### config.mk
export PLATFORM = sky130hd
export DESIGN_NAME = bcx_front
export DESIGN_NICKNAME = d
export VERILOG_FILES = /design/src/rtl/bcx_pkg.sv /design/src/rtl/bcx_front.sv
export SDC_FILE = /design/constraint.sdc
export NUM_CORES = 1
export LEC_CHECK = 0
export BUFFER_PORTS_ARGS = -buffer_cell sky130_fd_sc_hd__buf_2
export CAP_MARGIN = 10
export CORE_MARGIN = 10
export CORE_UTILIZATION = 52
export CTS_BUF_LIST = sky130_fd_sc_hd__clkbuf_8 sky130_fd_sc_hd__clkbuf_16
export CTS_CLUSTER_SIZE = 40
export DETAILED_ROUTE_END_ITERATION = 10
export PLACE_DENSITY_LB_ADDON = 0.05
export SETUP_SLACK_MARGIN = 0.02
export SYNTH_ARGS = -nofsm -noshare
export SYNTH_HDL_FRONTEND = slang
export SYNTH_SLANG_ARGS = --single-unit
### constraint.sdc
create_clock -name clock -period 4.8 [get_ports clock]
set_input_delay 0 -clock clock [delete_from_list [all_inputs] [get_ports clock]]
set_output_delay 0 -clock clock [all_outputs]
set_load 0.01 [all_outputs]
### src/rtl/bcx_pkg.sv
// ----------------------------------------------------------------------------
// Binary conv1d package
// Shared types and constants of the XNOR-popcount convolution block.
// ----------------------------------------------------------------------------
`default_nettype none

package bcx_pkg;

   localparam int MAX_IN_CHANNELS_DEF  = 64;
   localparam int MAX_KERNEL_DEF       = 8;
   localparam int MAX_OUT_CHANNELS_DEF = 64;
   localparam int WEIGHT_WORDS_DEF     = 1024;
   localparam int INPUT_WORDS_DEF      = 32;

   localparam logic [2:0] REG_IN_CHANNELS  = 3'd0;
   localparam logic [2:0] REG_KERNEL_SIZE  = 3'd1;
   localparam logic [2:0] REG_OUT_CHANNELS = 3'd2;
   localparam logic [2:0] REG_IN_OFFSET    = 3'd3;
   localparam logic [2:0] REG_OUT_OFFSET   = 3'd4;

   localparam logic [31:0] BIT_MSB  = 32'h8000_0000;
   localparam logic [4:0]  BIT_LAST = 5'h1F;

   typedef enum logic [1:0] {
      OP_LOAD_WEIGHT = 2'd0,
      OP_LOAD_INPUT  = 2'd1,
      OP_LOAD_THRESH = 2'd2,
      OP_RUN         = 2'd3
   } op_type;

   typedef struct packed {
      op_type      op;
      logic [9:0]  index;
      logic [31:0] data_word;
      logic [15:0] threshold;
   } item_type;

   typedef struct packed {
      logic [6:0] in_channels;
      logic [3:0] kernel_steps;
      logic [6:0] out_channels;
      logic [4:0] input_bit_offset;
      logic [4:0] output_bit_offset;
   } cfg_type;

   typedef enum logic [2:0] {
      ST_IDLE,
      ST_SETUP,
      ST_PREP,
      ST_CELL,
      ST_BITS,
      ST_WAIT,
      ST_DECIDE
   } state_type;

endpackage

`default_nettype wire

### src/rtl/bcx_front.sv
// ----------------------------------------------------------------------------
// Binary conv1d front end
// Accepts request beats into a two-entry queue for the execution engine.
// ----------------------------------------------------------------------------
`default_nettype none

module bcx_front (
   input  wire logic              clock,
   input  wire logic              reset,
   input  wire logic              in_valid,
   output logic                   in_ready,
   input  wire bcx_pkg::item_type in_item,
   output logic                   item_valid,
   output bcx_pkg::item_type      item,
   input  wire logic              item_pop
);

   bcx_pkg::item_type q_ff [2];
   logic       wp_ff, wp_in, rp_ff, rp_in;
   logic [1:0] cnt_ff, cnt_in;
   logic       push, pop;

   assign in_ready   = (cnt_ff != 2'd2);
   assign item_valid = (cnt_ff != 2'd0);
   assign item       = q_ff[rp_ff];
   assign push       = in_valid && in_ready;
   assign pop        = item_pop && item_valid;

   always_comb begin
      wp_in  = push ? ~wp_ff : wp_ff;
      rp_in  = pop ? ~rp_ff : rp_ff;
      cnt_in = cnt_ff + {1'b0, push} - {1'b0, pop};
   end

   always_ff @(posedge clock) begin
      if (reset) begin
         wp_ff  <= 1'b0;
         rp_ff  <= 1'b0;
         cnt_ff <= 2'd0;
      end else begin
         wp_ff  <= wp_in;
         rp_ff  <= rp_in;
         cnt_ff <= cnt_in;
      end
      if (push) begin
         q_ff[wp_ff] <= in_item;
      end
   end

endmodule

`default_nettype wire

==> flow_metrics.env <==
export IMPL_rsz_0062_raised_after_global_routing="false"
export IMPL_drtIter0Drc=101
export IMPL_post_cts_setup_buffer_count=0
export IMPL_fillerInstances=562
export IMPL_cts_root_buf="sky130_fd_sc_hd__clkbuf_8"
export IMPL_cts_hold_buf=64
export IMPL_synth_seq_area_share_pct=76.1
export IMPL_worst_endpoint_arrival_ns=2.45
export IMPL_power_density_cell_area_nw_per_um2=514
export IMPL_synthesis_instances=211
export IMPL_detail_route_drc_violations=0
export IMPL_postSynth_topFlopCell="sky130_fd_sc_hd__edfxtp_1"
export IMPL_yosys_register_bits=125
export IMPL_numCtsBuffers=17
export IMPL_clock_skew_ns=0.00749
export IMPL_total_leakage_power_nw=2.69
export IMPL_timing_fmax_mhz=440
export IMPL_totalNegativeSetupSlack_ns=0
export IMPL_detail_route_vias_per_cell=4.76
export IMPL_tritoncts="done"
export IMPL_dp_hpwl_um=5830
export IMPL_status="finished, final reports clean"
export IMPL_worst_setup_path_start_kind="flop"
export IMPL_mostFrequentLayoutCell="sky130_fd_sc_hd__buf_2"
export IMPL_tmin_final_ns=2.27
export IMPL_met1Wirelength_um=3640
export IMPL_peakVddDrop_mv=0.348
export IMPL_crit_fanout=40
export IMPL_number_of_distinct_library_cells_after_synthesis=17
export IMPL_area_delta_synth_final_pct=38.3
export IMPL_synthArstFlopShare_pct=0
export IMPL_grt_pass1_vias=2821
export IMPL_wirelength_um=9200
export IMPL_ioPinCount=126
export IMPL_grt_antenna_before_repair=0
export IMPL_grt_max_degree=61
export IMPL_yosysWarningCount=0
export IMPL_required_ns=4.97
export IMPL_die_h_um=117
export IMPL_gpl_final_weighted_congestion=0.687
export IMPL_mappedNetlistArea_um2=4870
export IMPL_total_power_w=0.00346
export IMPL_layout_cells_most_common_list="125 x sky130_fd_sc_hd__buf_2, 120 x sky130_fd_sc_hd__edfxtp_1, 64 x sky130_fd_sc_hd__dlygate4sd3_1"
export IMPL_critical_path_endpoint_type="flop"
export IMPL_clock_latency_ns=0.50
export IMPL_synth_nets=277
export IMPL_fp_dieArea_um2=13600
export IMPL_synth_enable_flop_cells=120
export IMPL_max_slew_margin_rel_pct=23.9
export IMPL_finalHoldViolCount=0
export IMPL_finalSetupViolCount=0
export IMPL_hold_path_class="in2reg"
export IMPL_dr_total_vias=2563
export IMPL_final_period_utilization_pct=47.3
export IMPL_max_slew_worst_pin_slew_ns=1.14
export IMPL_firstDrtPassIters=4
export IMPL_num_nets_final=480
export IMPL_global_route_total_overflow=0
export IMPL_first_pass_grt_wire_length_um=14500
export IMPL_n_antenna_cell=0
export IMPL_clkSinkCount=125
export IMPL_met3RoutedLength_um=843
export IMPL_initial_core_util_pct=52.9
export IMPL_cts_clk_slew_worst_paths_ns=0.06
export IMPL_antenna_violating_nets_post_route=0
export IMPL_wl_met2_um=4610
export IMPL_timing_setup_critical_path_class="reg2reg"
export IMPL_cap_viol_max_count=0
export IMPL_avgSynthCellArea_um2=23.1
export IMPL_die_w_um=117
export IMPL_ctsHtreeMaxLevel=4
export IMPL_area_of_the_placeable_core_um2=9200
export IMPL_cts_path_max_buffers=2
export IMPL_grt_usage_pct=14.1
export IMPL_number_of_slew_limit_violations_in_the_final_report=0
export IMPL_floorplan_rows=35
export IMPL_cts_resized=0
export IMPL_io_buffers=125
export IMPL_post_route_cells_drive_above_1_share_pct=52.2
export IMPL_route_top_layer_used="met4"
export IMPL_wl_per_cell_um=17.1
==> cells by family after synthesis <==
group / after synthesis / synth area share (%)
compound gates: 1 / 0.154
simple gates: 11 / 1.21
xor+xnor: 3 / 0.540
fa+ha+maj: 2 / 0.514
mux: 61 / 18.7
flops: 125 / 76.1
buf+inv: 8 / 2.78
==> worst max-delay path: stages (launching register included) <==
cell	delay, ns
sky130_fd_sc_hd__dfxtp_1	0.36
sky130_fd_sc_hd__nand2b_2	0.17
sky130_fd_sc_hd__nand2_2	0.10
sky130_fd_sc_hd__nor2_4	0.86
sky130_fd_sc_hd__buf_4	0.44
==> flip-flops by register name, summed over array words and instances (netlist names), named ones only <==
name	cells
rp_ff	1
wp_ff	1
cnt_ff	2
q_ff	120
==> cells in the mapped netlist, types with 2 or more instances <==
cell                       count  area (um2)
sky130_fd_sc_hd__ha_1          2        25.0
sky130_fd_sc_hd__xnor2_1       2        17.5
sky130_fd_sc_hd__edfxtp_1    120        3600
sky130_fd_sc_hd__buf_12        6         120
sky130_fd_sc_hd__dfxtp_1       5         100
sky130_fd_sc_hd__nor2b_1       2        12.5
sky130_fd_sc_hd__nor2_1        5        18.8
sky130_fd_sc_hd__mux2_4       60         901
==> area by class of cell <==
| cell class | count | area [um2] | area share, % |
|---|---|---|---|
| Inverter | 1 | 3.75 | 0.0558 |
| Tap cell | 111 | 139 | 2.06 |
| Clock inverter | 15 | 148 | 2.19 |
| Multi-Input combinational cell | 78 | 1040 | 15.4 |
| Clock buffer | 17 | 414 | 6.15 |
| Timing Repair Buffer | 191 | 1280 | 19.0 |
| Sequential cell | 125 | 3710 | 55.1 |
==> final timing paths <==
kind / slack, ns / start / cells after the start / to
worst max-delay path: 2.53 / cnt_ff[0]$_SDFF_PP0_ / 4 / q_ff[0][51]$_DFFE_PP_
worst min-delay path: 0.21 / in_item[17] / 2 / q_ff[0][17]$_DFFE_PP_
worst max register to register: 2.53 / cnt_ff[0]$_SDFF_PP0_ / 4 / q_ff[0][51]$_DFFE_PP_
worst min register to register: 0.53 / rp_ff$_SDFFE_PP0P_ / 2 / rp_ff$_SDFFE_PP0P_
==> stage by stage <==
stage	std cells	instance area, um2	utilization [%]	hold slack, ns	setup slack (ns)
global route	538	6730	73.2	0.198	2.28
detailed placement	442	5530	60.1	0.191	2.49
CTS	538	6730	73.2	0.193	2.46
floorplan	211	4870	-	0.0716	1.22
finish	538	6730	73.2	0.211	2.53
global placement	442	5530	60.1	0.189	2.52
==> power breakdown <==
part / total (W) / leakage [nW] / switching (W) / internal (W)
logic: 0.000776 / 1.27 / 0.000319 / 0.000457
registers: 0.00151 / 1.16 / 0.000130 / 0.00138
clock network: 0.00118 / 0.255 / 0.000444 / 0.000733
==> layer usage <==
metal  up-vias  global-route usage, %
met2        89                   22.7
met3         9                   6.42
met1      1227                   16.1
met5         -                      0
li1       1238                      -
met4         0                   5.11
(Power assumes the default switching activity.)
